<file path="src/design/fecp_pkg.sv">
`timescale 1ns / 1ps
// Package of the foveation ellipse contour sampler: register indexes, field widths,
// reset values and the saturation helper. It depends on nothing.
package fecp_pkg;

  localparam int unsigned CoordW   = 16;
  localparam int unsigned GainW    = 16;
  localparam int unsigned GridW    = 11;
  localparam int unsigned ExpW     = 3;
  localparam int unsigned CfgIdxW  = 3;
  localparam int unsigned CfgDataW = 16;
  localparam int unsigned RootW    = 30;
  localparam int unsigned MaxGridsDefault = 1024;

  localparam logic [GainW-1:0] GainReset = 16'd10837;
  localparam logic [GridW-1:0] GridReset = 11'd80;

  typedef enum logic [CfgIdxW-1:0] {
    CfgFocalX    = 3'd0,
    CfgFocalY    = 3'd1,
    CfgArea      = 3'd2,
    CfgGainHoriz = 3'd3,
    CfgGainVert  = 3'd4,
    CfgGridCount = 3'd5
  } cfg_idx_e;

  // Clamp a wide signed value to the 16-bit signed coordinate range.
  function automatic logic signed [CoordW-1:0] sat16(input logic signed [47:0] v);
    logic signed [CoordW-1:0] r;
    if (v > 48'sd32767) begin
      r = 16'sh7fff;
    end else if (v < -48'sd32768) begin
      r = 16'sh8000;
    end else begin
      r = v[CoordW-1:0];
    end
    return r;
  endfunction

endpackage

</file>
<file path="src/design/fecp_div_pipe.sv">
`timescale 1ns / 1ps
// Pipelined restoring divider, one quotient bit per register stage.
// Uses fecp_pkg for its default widths.
module fecp_div_pipe #(
  parameter int unsigned NW = fecp_pkg::RootW,
  parameter int unsigned DW = fecp_pkg::GainW,
  parameter int unsigned SW = 1
) (
  input  logic          clk_i,
  input  logic          rst_ni,
  input  logic          en_i,
  input  logic          valid_i,
  input  logic [NW-1:0] num_i,
  input  logic [DW-1:0] den_i,
  input  logic [SW-1:0] side_i,
  output logic          valid_o,
  output logic [NW-1:0] quot_o,
  output logic [SW-1:0] side_o
);

  logic [DW-1:0] rem_q  [NW];
  logic [NW-1:0] quot_q [NW];
  logic [NW-1:0] num_q  [NW];
  logic [DW-1:0] den_q  [NW];
  logic [SW-1:0] side_q [NW];
  logic [NW-1:0] vld_q;

  for (genvar j = 0; j < NW; j++) begin : g_stage
    logic [DW-1:0] pr;
    logic [NW-1:0] pq;
    logic [NW-1:0] pn;
    logic [DW-1:0] pd;
    logic [SW-1:0] pside;
    logic          pv;
    logic [DW:0]   rem_sh;
    logic [DW:0]   diff;
    logic          ge;

    if (j == 0) begin : g_first
      assign pr    = '0;
      assign pq    = '0;
      assign pn    = num_i;
      assign pd    = den_i;
      assign pside = side_i;
      assign pv    = valid_i;
    end else begin : g_next
      assign pr    = rem_q[j-1];
      assign pq    = quot_q[j-1];
      assign pn    = num_q[j-1];
      assign pd    = den_q[j-1];
      assign pside = side_q[j-1];
      assign pv    = vld_q[j-1];
    end

    assign rem_sh = {pr, pn[NW-1]};
    assign ge     = rem_sh >= {1'b0, pd};
    assign diff   = rem_sh - {1'b0, pd};

    always_ff @(posedge clk_i or negedge rst_ni) begin
      if (!rst_ni) begin
        vld_q[j] <= 1'b0;
      end else if (en_i) begin
        vld_q[j] <= pv;
      end
    end

    always_ff @(posedge clk_i) begin
      if (en_i) begin
        rem_q[j]  <= ge ? diff[DW-1:0] : rem_sh[DW-1:0];
        quot_q[j] <= {pq[NW-2:0], ge};
        num_q[j]  <= {pn[NW-2:0], 1'b0};
        den_q[j]  <= pd;
        side_q[j] <= pside;
      end
    end
  end

  assign valid_o = vld_q[NW-1];
  assign quot_o  = quot_q[NW-1];
  assign side_o  = side_q[NW-1];

endmodule
</file>
<file path="config.mk">
export PLATFORM = sky130hd
export DESIGN_NAME = fecp_div_pipe
export DESIGN_NICKNAME = d
export VERILOG_FILES = /design/src/design/fecp_pkg.sv /design/src/design/fecp_div_pipe.sv
export SDC_FILE = /design/constraint.sdc
export NUM_CORES = 2
export LEC_CHECK = 0
export ABC_CLOCK_PERIOD_IN_PS = 4400
export BUFFER_PORTS_ARGS = -buffer_cell sky130_fd_sc_hd__buf_2
export CAP_MARGIN = 10
export CORE_MARGIN = 2
export CORE_UTILIZATION = 60
export DETAILED_ROUTE_END_ITERATION = 10
export PLACE_DENSITY = 0.76
export SLEW_MARGIN = 20
export SYNTH_ARGS = -nofsm -noshare
export SYNTH_HDL_FRONTEND = slang
export SYNTH_SLANG_ARGS = --single-unit
</file>
<file path="constraint.sdc">
create_clock -name clk_i -period 4.4 [get_ports clk_i]
set_input_delay 0.44 -clock clk_i [delete_from_list [all_inputs] [get_ports clk_i]]
set_output_delay 0.44 -clock clk_i [all_outputs]
set_load 0.005 [all_outputs]
</file>
==> flow_summary_export.csv <==
group,metric,value,unit
run_status,status,"complete, no violations",
die,num_rows,137,
synth,muxShareOfSynthArea,4.654,%
layout,layout_common_cells,"edfxtp_1, inv_1, ha_1, nor2_1, a21oi_1",
synth,synth-edff-count,1858,
synth,synth-simple-area-share,5.903,%
synth,ys_seq_area_share,67.45,%
setup_path,endpoint_kind,"register",
clock_network,clkTransAtPathRegs,0.06,ns
sta,period_minus_slack,3.577,ns
synth,synthAdderAreaFrac,7.624,%
run,cap_violations,0,
clock_network,clock_latency,0.83,ns
setup_path,path_max_fanout,20,
placement,dp_hpwl,99.10,mm
synth,synth-xor-area-share,3.395,%
setup_path,r2r_cells,10,
sta,max_freq,0.2796,GHz
die,die_y,377.8,um
detailed_routing,antenna_left,0,
global_route,grt_first_pass_wirelength,233.3,mm
layout,drive_gt1_share,12.54,%
global_route,grt_pass1_vias,45180,
die,core_area,139000,um^2
min_path,holdPathStages,1,
detailed_routing,first_pass_iters,5,
global_route,grt_usage,20.55,%
detailed_routing,drtIter0Drc,3381,
power_and_ir_drop,ir_drop,0.4436,mV
synth,synthArstFlopShare,1.589,%
clock_network,cts-resized-gates,0,
setup_path,crit_arrival,4.11,ns
placement,dpl.cell_count,7731,
synth,synth-compound-area-share,7.965,%
setup_path,worstSetupStartpointType,"register",
synth,yosysTopAreaCellShare,66.55,%
layout,antennaDiodeCount,0,
global_route,grt_antenna_before_repair,1,
power_and_ir_drop,totalPowerFinal,63.54,mW
sta,tightest_slew,1.066,ns
global_route,grt_max_degree,183,
sta,slew_headroom,28.94,%
layout,final_util,67.38,%
synth,syn_inst,5776,
sta,fin_worst_skew,0.04551,ns
power_and_ir_drop,power_density,678.4,nW/um^2
clock_network,htreeDepth,4,
layout,layout.cells.non_filler,8127,
setup_path,worstPathRequired,4.93,ns
detailed_routing,route.vias.total,45360,
sta,rsz0062_at_grt,"false",
detailed_routing,drc,0,
placement,io_buffers,82,
sta,tns,0,ns
die,die_area,142700,um^2
clock_network,clock-sinks,1888,
sta,fin_ws,0.8232,ns
detailed_routing,via_per_inst,5.581,
layout,area_growth,11.73,%
synth,synth_top_family_by_area,"compound AO/OA/AOI/OAI gates",
synth,yosys_register_bits,1888,
clock_network,cts.path.max_buffers,3,
detailed_routing,wl_per_cell,17.89,um
global_route,grt_remaining_overflow,0,
synth,synth_top_flop_cell,"edfxtp_1",
die,io_pins,83,
layout,final_common_cell,"edfxtp_1",
setup_path,worst-setup-path-type,"reg2reg",
synth,synth_cell_types,84,
sta,setup_viol,0,
power_and_ir_drop,p_leak,36.06,nW
synth,syn_nets,6321,
placement,place_congestion,0.9101,
detailed_routing,wl,145.4,mm
placement,preCtsSetupSlack,0.8323,ns
clock_network,numCtsBuffers,188,
synth,synthTopCellsByArea,"edfxtp_1, ha_1, mux2_2, inv_1, xnor2_1",
sta,finalCritPeriodShare,81.29,%
layout,fin_nets,6639,
min_path,min_path_type,"in2reg",
die,die_w,377.8,um
synth,syn-cell-area,83830,um^2
die,start_util,60.30,%
sta,finalHoldViolCount,0,
sta,final_max_slew_viol_count,0,
clock_network,cts_tree,"yes",
synth,ys_warn_count,0,
synth,netlist.top_cell.by_area,"edfxtp_1",
clock_network,ctsRootBufferMaster,"clkbuf_16",
synth,avgSynthCellArea,14.51,um^2
timing repair:
item,4_1_cts,5_1_grt
hold buffers,49,0
endpoints found under the hold margin,86,0
setup buffers,0,0
cell usage after synthesis, drive strengths merged, types with 5 or more instances:
| cell type | count |
|---|---|
| a211o | 25 |
| a41oi | 6 |
| dfrtp | 30 |
| xnor2 | 222 |
| ha | 466 |
| nor4 | 24 |
| a211oi | 25 |
| a221oi | 9 |
| a21boi | 32 |
| nor2 | 365 |
| or2 | 14 |
| o31a | 23 |
| nand2 | 192 |
| xor2 | 103 |
| o31ai | 17 |
| nand2b | 59 |
| nor3 | 84 |
| mux2i | 32 |
| mux2 | 314 |
| and4 | 7 |
| a2111oi | 7 |
| nor2b | 75 |
| o22ai | 8 |
| a22oi | 5 |
| o21a | 74 |
| or3 | 37 |
| and2 | 11 |
| o21ai | 253 |
| nand3 | 80 |
| or3b | 5 |
| fa | 28 |
| nand4 | 50 |
| o21bai | 24 |
| o41ai | 12 |
| a31o | 8 |
| nor4b | 7 |
| edfxtp | 1858 |
| buf | 26 |
| a21o | 88 |
| o211ai | 24 |
| inv | 581 |
| clkbuf | 34 |
| a21oi | 349 |
| a31oi | 30 |
| and3 | 13 |
report_power, final:
part / internal (mW) / switching, mW / total [mW]
registers: 24.5 / 1.95 / 26.5
logic: 10.2 / 11.0 / 21.2
clock network: 9.04 / 6.85 / 15.9
total: 43.8 / 19.8 / 63.5
per-layer routing:
metal  vias up  wire (um)  global-route usage, %
met2       960      71010                  34.27
met4         2       4700                  7.517
met3       297       5995                  3.173
li1      22100          -                      -
met5         -         10                      0
met1     22000      63650                  27.46
registers in the layout, summed over array words and instances (netlist names):
name and cells:
den_q 464, rem_q 464, side_q 30, quot_q 465, num_q 435, g_stage.pv 29
valid_o 1
logic make-up after synthesis:
logic type,count (synthesis)
xor+xnor,325
compound gates,1051
fa+ha+maj,494
flops,1888
mux,346
simple gates,1031
buf+inv,641
worst max-delay path, cell delays in order (launching register included):
cell and delay, ns:
edfxtp_1 0.37, inv_1 0.05, ha_1 0.34, and3_1 0.21
a21boi_0 0.23, o41ai_1 0.15, a311oi_1 0.45, a31o_2 0.27
nor2_1 0.07, o21ai_2 0.71, mux2_2 0.43
metrics by stage:
step	hold WS [ns]	area [um^2]
after floorplan	0.1444	83830
after global placement	0.4002	86910
after detailed placement	0.4045	86910
after CTS	0.03983	93660
after global routing	0.05714	93660
final	0.1084	93660
path summary, 6_finish.rpt:
check / from / to / slack, ns
worst max-delay path: den_q[0][71]$_DFFE_PP_ / rem_q[0][86]$_DFFE_PP_ / 0.82
worst min-delay path: en_i / num_q[0][42]$_DFFE_PP_ / 0.11
worst max register to register: den_q[0][71]$_DFFE_PP_ / rem_q[0][86]$_DFFE_PP_ / 0.82
worst min register to register: num_q[0][24]$_DFFE_PP_ / num_q[0][54]$_DFFE_PP_ / 0.39
max in group asynchronous: rst_ni / g_stage[22].pv$_DFFE_PN0P_ / 3.80
min in group asynchronous: rst_ni / g_stage[3].pv$_DFFE_PN0P_ / 0.19
final cells by class:
cell class	instances	area, um^2
clock inverters	121	1408
well taps	1876	2347
clock buffers	226	4847
repair buffers	188	1531
flip-flops and latches	1888	56540
fillers	9477	45350
multi-input cells	3247	24810
inverters	581	2181
Note: power is estimated with default switching activity, not from simulation.
