`config.mk`:
```
export PLATFORM = sky130hd
export DESIGN_NAME = fecp_sqrt_pipe
export DESIGN_NICKNAME = d
export VERILOG_FILES = /design/src/design/fecp_pkg.sv /design/src/design/fecp_sqrt_pipe.sv
export SDC_FILE = /design/constraint.sdc
export NUM_CORES = 2
export LEC_CHECK = 0
export ABC_AREA = 1
export BUFFER_PORTS_ARGS = -buffer_cell sky130_fd_sc_hd__buf_2
export CAP_MARGIN = 20
export CORE_UTILIZATION = 30
export DETAILED_ROUTE_END_ITERATION = 8
export GPL_TIMING_DRIVEN = 1
export HOLD_SLACK_MARGIN = 0.12
export SLEW_MARGIN = 40
export SYNTH_ARGS = -nofsm -noshare
export SYNTH_HDL_FRONTEND = slang
export SYNTH_SLANG_ARGS = --single-unit
```
`constraint.sdc`:
```
create_clock -name clk_i -period 3.5 [get_ports clk_i]
set_input_delay 0.7 -clock clk_i [delete_from_list [all_inputs] [get_ports clk_i]]
set_output_delay 0.7 -clock clk_i [all_outputs]
set_load 0.05 [all_outputs]
```
`src/design/fecp_pkg.sv`:
```
`timescale 1ns / 1ps
// Package of the foveation ellipse contour sampler: register indexes, field widths,
// reset values and the saturation helper. It depends on nothing.
package fecp_pkg;

  localparam int unsigned CoordW   = 16;
  localparam int unsigned GainW    = 16;
  localparam int unsigned GridW    = 11;
  localparam int unsigned ExpW     = 3;
  localparam int unsigned CfgIdxW  = 3;
  localparam int unsigned CfgDataW = 16;
  localparam int unsigned RootW    = 30;
  localparam int unsigned MaxGridsDefault = 1024;

  localparam logic [GainW-1:0] GainReset = 16'd10837;
  localparam logic [GridW-1:0] GridReset = 11'd80;

  typedef enum logic [CfgIdxW-1:0] {
    CfgFocalX    = 3'd0,
    CfgFocalY    = 3'd1,
    CfgArea      = 3'd2,
    CfgGainHoriz = 3'd3,
    CfgGainVert  = 3'd4,
    CfgGridCount = 3'd5
  } cfg_idx_e;

  // Clamp a wide signed value to the 16-bit signed coordinate range.
  function automatic logic signed [CoordW-1:0] sat16(input logic signed [47:0] v);
    logic signed [CoordW-1:0] r;
    if (v > 48'sd32767) begin
      r = 16'sh7fff;
    end else if (v < -48'sd32768) begin
      r = 16'sh8000;
    end else begin
      r = v[CoordW-1:0];
    end
    return r;
  endfunction

endpackage

```
`src/design/fecp_sqrt_pipe.sv`:
```
`timescale 1ns / 1ps
// Pipelined integer square root, one root bit per register stage.
// Uses fecp_pkg for its default width.
module fecp_sqrt_pipe #(
  parameter int unsigned RW = fecp_pkg::RootW,
  parameter int unsigned SW = 1
) (
  input  logic            clk_i,
  input  logic            rst_ni,
  input  logic            en_i,
  input  logic            valid_i,
  input  logic [2*RW-1:0] radicand_i,
  input  logic [SW-1:0]   side_i,
  output logic            valid_o,
  output logic [RW-1:0]   root_o,
  output logic [SW-1:0]   side_o
);

  logic [RW+1:0]   rem_q  [RW];
  logic [RW-1:0]   root_q [RW];
  logic [2*RW-1:0] rad_q  [RW];
  logic [SW-1:0]   side_q [RW];
  logic [RW-1:0]   vld_q;

  for (genvar j = 0; j < RW; j++) begin : g_stage
    logic [RW+1:0]   pr;
    logic [RW-1:0]   proot;
    logic [2*RW-1:0] prad;
    logic [SW-1:0]   pside;
    logic            pv;
    logic [RW+3:0]   rem_sh;
    logic [RW+3:0]   trial;
    logic [RW+3:0]   diff;
    logic            ge;

    if (j == 0) begin : g_first
      assign pr    = '0;
      assign proot = '0;
      assign prad  = radicand_i;
      assign pside = side_i;
      assign pv    = valid_i;
    end else begin : g_next
      assign pr    = rem_q[j-1];
      assign proot = root_q[j-1];
      assign prad  = rad_q[j-1];
      assign pside = side_q[j-1];
      assign pv    = vld_q[j-1];
    end

    assign rem_sh = {pr, prad[2*RW-1 -: 2]};
    assign trial  = {2'b00, proot, 2'b01};
    assign ge     = rem_sh >= trial;
    assign diff   = rem_sh - trial;

    always_ff @(posedge clk_i or negedge rst_ni) begin
      if (!rst_ni) begin
        vld_q[j] <= 1'b0;
      end else if (en_i) begin
        vld_q[j] <= pv;
      end
    end

    always_ff @(posedge clk_i) begin
      if (en_i) begin
        rem_q[j]  <= ge ? diff[RW+1:0] : rem_sh[RW+1:0];
        root_q[j] <= {proot[RW-2:0], ge};
        rad_q[j]  <= {prad[2*RW-3:0], 2'b00};
        side_q[j] <= pside;
      end
    end
  end

  assign valid_o = vld_q[RW-1];
  assign root_o  = root_q[RW-1];
  assign side_o  = side_q[RW-1];

endmodule

```
==> PnR_summary.wiki <==
{| class="wikitable"
! Metric !! Value
|-
| Capturing element type of the critical path || register
|-
| Critical path required time || 4.11 ns
|-
| Net switching share of the total power || 31.85%
|-
| Std cell rows || 236
|-
| DRC violation total after the first TritonRoute iteration || 7080
|-
| Clk root buf || sky130_fd_sc_hd__clkbuf_16
|-
| Total nets after synthesis || 14860
|-
| Highest-count cells in the layout ignoring fill and taps || 4852 x sky130_fd_sc_hd__nand2_1, 2515 x sky130_fd_sc_hd__inv_1, 2247 x sky130_fd_sc_hd__edfxtp_1, 1193 x sky130_fd_sc_hd__nor2_1, 762 x sky130_fd_sc_hd__nand3_1
|-
| Cell taking the most area after synthesis || sky130_fd_sc_hd__edfxtp_1
|-
| Power per cell area || 589.0 nW/um^2
|-
| Data arrival time of the critical path || 3.65 ns
|-
| Critical path class || register to register
|-
| Pwr Total || 84.01 mW
|-
| Proportion of power drawn by flip-flops and latches || 42.9%
|-
| Overall die height || 646.3 um
|-
| Hold Vio Cnt, Final || 0
|-
| Share of post-route cells with drive strength above 1 || 5.996%
|-
| Number of detailed-route iterations in the first pass || 6
|-
| Routed length per instance || 16.74 um
|-
| Maximum number of pins on one net before global-route repair || 99
|-
| Setup repair after global routing missed its margin || false
|-
| Number of gates resized after cts || 0
|-
| Actual slew at the worst max-slew pin || 0.8145 ns
|-
| Area enclosed by the die boundary || 417800 um^2
|-
| Horizontal die dimension || 646.3 um
|-
| Worst min-delay path class || input port to register
|-
| Top area cells in the synthesized netlist || sky130_fd_sc_hd__edfxtp_1 54%, sky130_fd_sc_hd__nand2_1 15%, sky130_fd_sc_hd__inv_1 7.6%, sky130_fd_sc_hd__ha_1 5.0%, sky130_fd_sc_hd__nor2_1 3.6%
|-
| Async set-reset flop share out of synthesis || 1.318%
|-
| Worst slew margin || 45.20%
|-
| Post-route standard cell area excluding fillers || 142600 um^2
|-
| Commonest non-fill, non-tap cell in the layout || sky130_fd_sc_hd__nand2_1
|-
| TritonCTS clock tree || built
|-
| Internal portion of total power || 57.25 mW
|-
| Global-route wire length before repair || 526.4 mm
|-
| IO buf count || 96
|-
| Primary flip-flop cell chosen by synthesis mapping || sky130_fd_sc_hd__edfxtp_1
|-
| Switching component of the power || 26.76 mW
|-
| # Post-CTS Setup Buffers || 0
|-
| Relative contribution of combinational cells to total power || 22.0%
|-
| Vias in the first global route || 90410
|-
| Final Cycle Share || 86.87%
|-
| Maximum fanout encountered on the critical timing path || 28
|-
| Initial Util || 30.15%
|-
| Clock latency reported for the late side of the worst-skew pair || 0.90 ns
|-
| Number of clock buffers inserted by TritonCTS || 284
|-
| Synthesized area per cell || 8.713 um^2
|-
| Final ANT Viol Nets || 0
|-
| Post-Syn Instances || 14300
|-
| Total number of nets in the final design || 15330
|-
| Aggregate global routing overflow || 0
|-
| Number of flops mapped to enable cells by yosys || 2247
|-
| I/O pin cnt || 97
|-
| Via/cell ratio || 4.537
|-
| Max Clock Skew || 0.04609 ns
|-
| Core Footprint || 413100 um^2
|-
| Max Transition Viols Final || 0
|-
| Clk pwr share || 35.1%
|-
| Worst-path clk slew || 0.06 ns
|-
| Antenna violations before repair || 2
|-
| HPWL Detailed || 268.4 mm
|-
| Number of buffers on the longest clock path || 4
|-
| Period minus WS final || 3.040 ns
|-
| Total GRT Usage || 16.11%
|-
| Fmax || 0.3289 GHz
|-
| VDD IR-drop max || 0.3895 mV
|-
| Status || completed
|-
| Hold buffers post-CTS || 64
|-
| Yosys warns || 0
|-
| DRC violations left || 0
|-
| Netlist area before placement || 124600 um^2
|-
| Placer Congestion || 0.9446
|-
| Cell area after placement || 132700 um^2
|-
| Total number of vias || 92880
|-
| Portion of the post-synthesis area used by sequential elements || 54.78%
|-
| Pleak || 64.33 nW
|-
| Setup-violating endpoint count in the final report || 0
|-
| # H-tree levels || 5
|-
| Sinks on the clock net || 2277
|-
| Flop and latch count out of synthesis || 2277
|-
| Max-cap check violation count || 0
|-
| Area growth from synthesis to layout || 14.51%
|-
| Worst Setup Start Kind || register
|-
| Distinct cell type count after synthesis || 61
|-
| Share of the synthesized area in the top cell type || 54.17%
|-
| Final sum of negative setup slack || 0 ns
|-
| DRT Wirelength || 342.7 mm
|}
logic make-up (layout without fill, tap and decap cells):
| group | count (synthesis) | count (layout) | share of synthesized area (%) |
|---|---|---|---|
| AO/OA/AOI/OAI | 944 | 944 | 4.189 |
| XOR/XNOR | 370 | 370 | 2.602 |
| adder cells (fa/ha/maj) | 496 | 496 | 4.983 |
| buffers and inverters | 2667 | 3364 | 8.378 |
| flip-flops | 2277 | 2277 | 54.78 |
| multiplexers | 2 | 2 | 0.01808 |
| other | 1 | 3 | 0.003011 |
| AND/OR/NAND/NOR | 7539 | 7539 | 25.05 |
layout make-up:
| cell class | count | area (um^2) |
|---|---|---|
| tap | 5474 | 6849 |
| sequential | 2277 | 68230 |
| clock buffer | 331 | 7368 |
| fill | 42610 | 270500 |
| timing repair buffer | 318 | 2848 |
| multi-input combinational | 9352 | 45890 |
| clock inverter | 175 | 1901 |
| inverter | 2540 | 9542 |
| antenna | 2 | 5.005 |
stage by stage:
step	std cells	worst slack [ns]	hold WS (ns)	utilization [%]
after CTS	20470	0.4410	0.2295	34.53
after global placement	19900	0.4141	0.4004	32.13
final	20470	0.4597	0.2884	34.53
after detailed placement	19900	0.4327	0.4045	32.13
after global routing	20470	0.2484	0.2632	34.53
after floorplan	14300	1.390	0.4003	-
final timing paths:
| check | cells after the start | start | slack, ns | endpoint |
|---|---|---|---|---|
| min in group asynchronous | 2 | rst_ni | 0.37 | g_stage[10].pv |
| min | 1 | en_i | 0.29 | rad_q[0][33] |
| max | 14 | root_q[12][52] | 0.46 | rem_q[6][90] |
| max reg2reg | 14 | root_q[12][52] | 0.46 | rem_q[6][90] |
| max in group asynchronous | 2 | rst_ni | 2.70 | g_stage[26].pv |
| min reg2reg | 0 | rad_q[0][434] | 0.39 | rad_q[0][494] |
power groups by stage:
stage / clock network (mW) / logic [mW] / registers (mW)
floorplan: 0 / 12.7 / 35.4
global placement: 0 / 18.3 / 36.6
detailed placement: 0 / 18.3 / 36.6
CTS: 30.5 / 18.4 / 36.1
global route: 31.4 / 20.9 / 36.3
finish: 29.5 / 18.5 / 36.1
cells in the mapped netlist, drive strengths merged (14+ instances only):
| library cell | count |
|---|---|
| nand2 | 4886 |
| edfxtp | 2247 |
| o21bai | 35 |
| nor4 | 17 |
| nand3 | 776 |
| nor2 | 1234 |
| dfrtp | 30 |
| xnor2 | 108 |
| and3 | 26 |
| nand3b | 120 |
| and2 | 36 |
| a21oi | 562 |
| or2 | 41 |
| a21boi | 14 |
| xor2 | 262 |
| inv | 2538 |
| ha | 496 |
| o21ai | 302 |
| buf | 115 |
| nand4 | 209 |
| nor3 | 185 |
worst max-delay path, cell delays in order, from the launching register on:
cell and delay (ns):
sky130_fd_sc_hd__edfxtp_1 0.51, sky130_fd_sc_hd__inv_1 0.08, sky130_fd_sc_hd__ha_1 0.38, sky130_fd_sc_hd__nand2_1 0.11
sky130_fd_sc_hd__nor2_1 0.40, sky130_fd_sc_hd__nand2_1 0.10, sky130_fd_sc_hd__nor2_1 0.17, sky130_fd_sc_hd__nand2_1 0.10
sky130_fd_sc_hd__nand3_1 0.09, sky130_fd_sc_hd__inv_1 0.05, sky130_fd_sc_hd__nand2_2 0.25, sky130_fd_sc_hd__inv_2 0.04
sky130_fd_sc_hd__buf_4 0.24, sky130_fd_sc_hd__nand2_1 0.12, sky130_fd_sc_hd__nand2_1 0.12
routing by layer:
metal  global-route usage, %  vias up  wire, um
met4                   6.263        0     14050
met1                   20.79    43080    152700
met3                   1.823      626     14630
li1                        -    47100         -
met5                       0        -         0
met2                   27.56     2075    161300
flip-flops by register name, summed over array words and instances (netlist names):
signal,count
rem_q,882
root_q,465
valid_o,1
g_stage.pv,29
side_q,30
rad_q,870
Note: power is estimated with default switching activity, not from simulation.
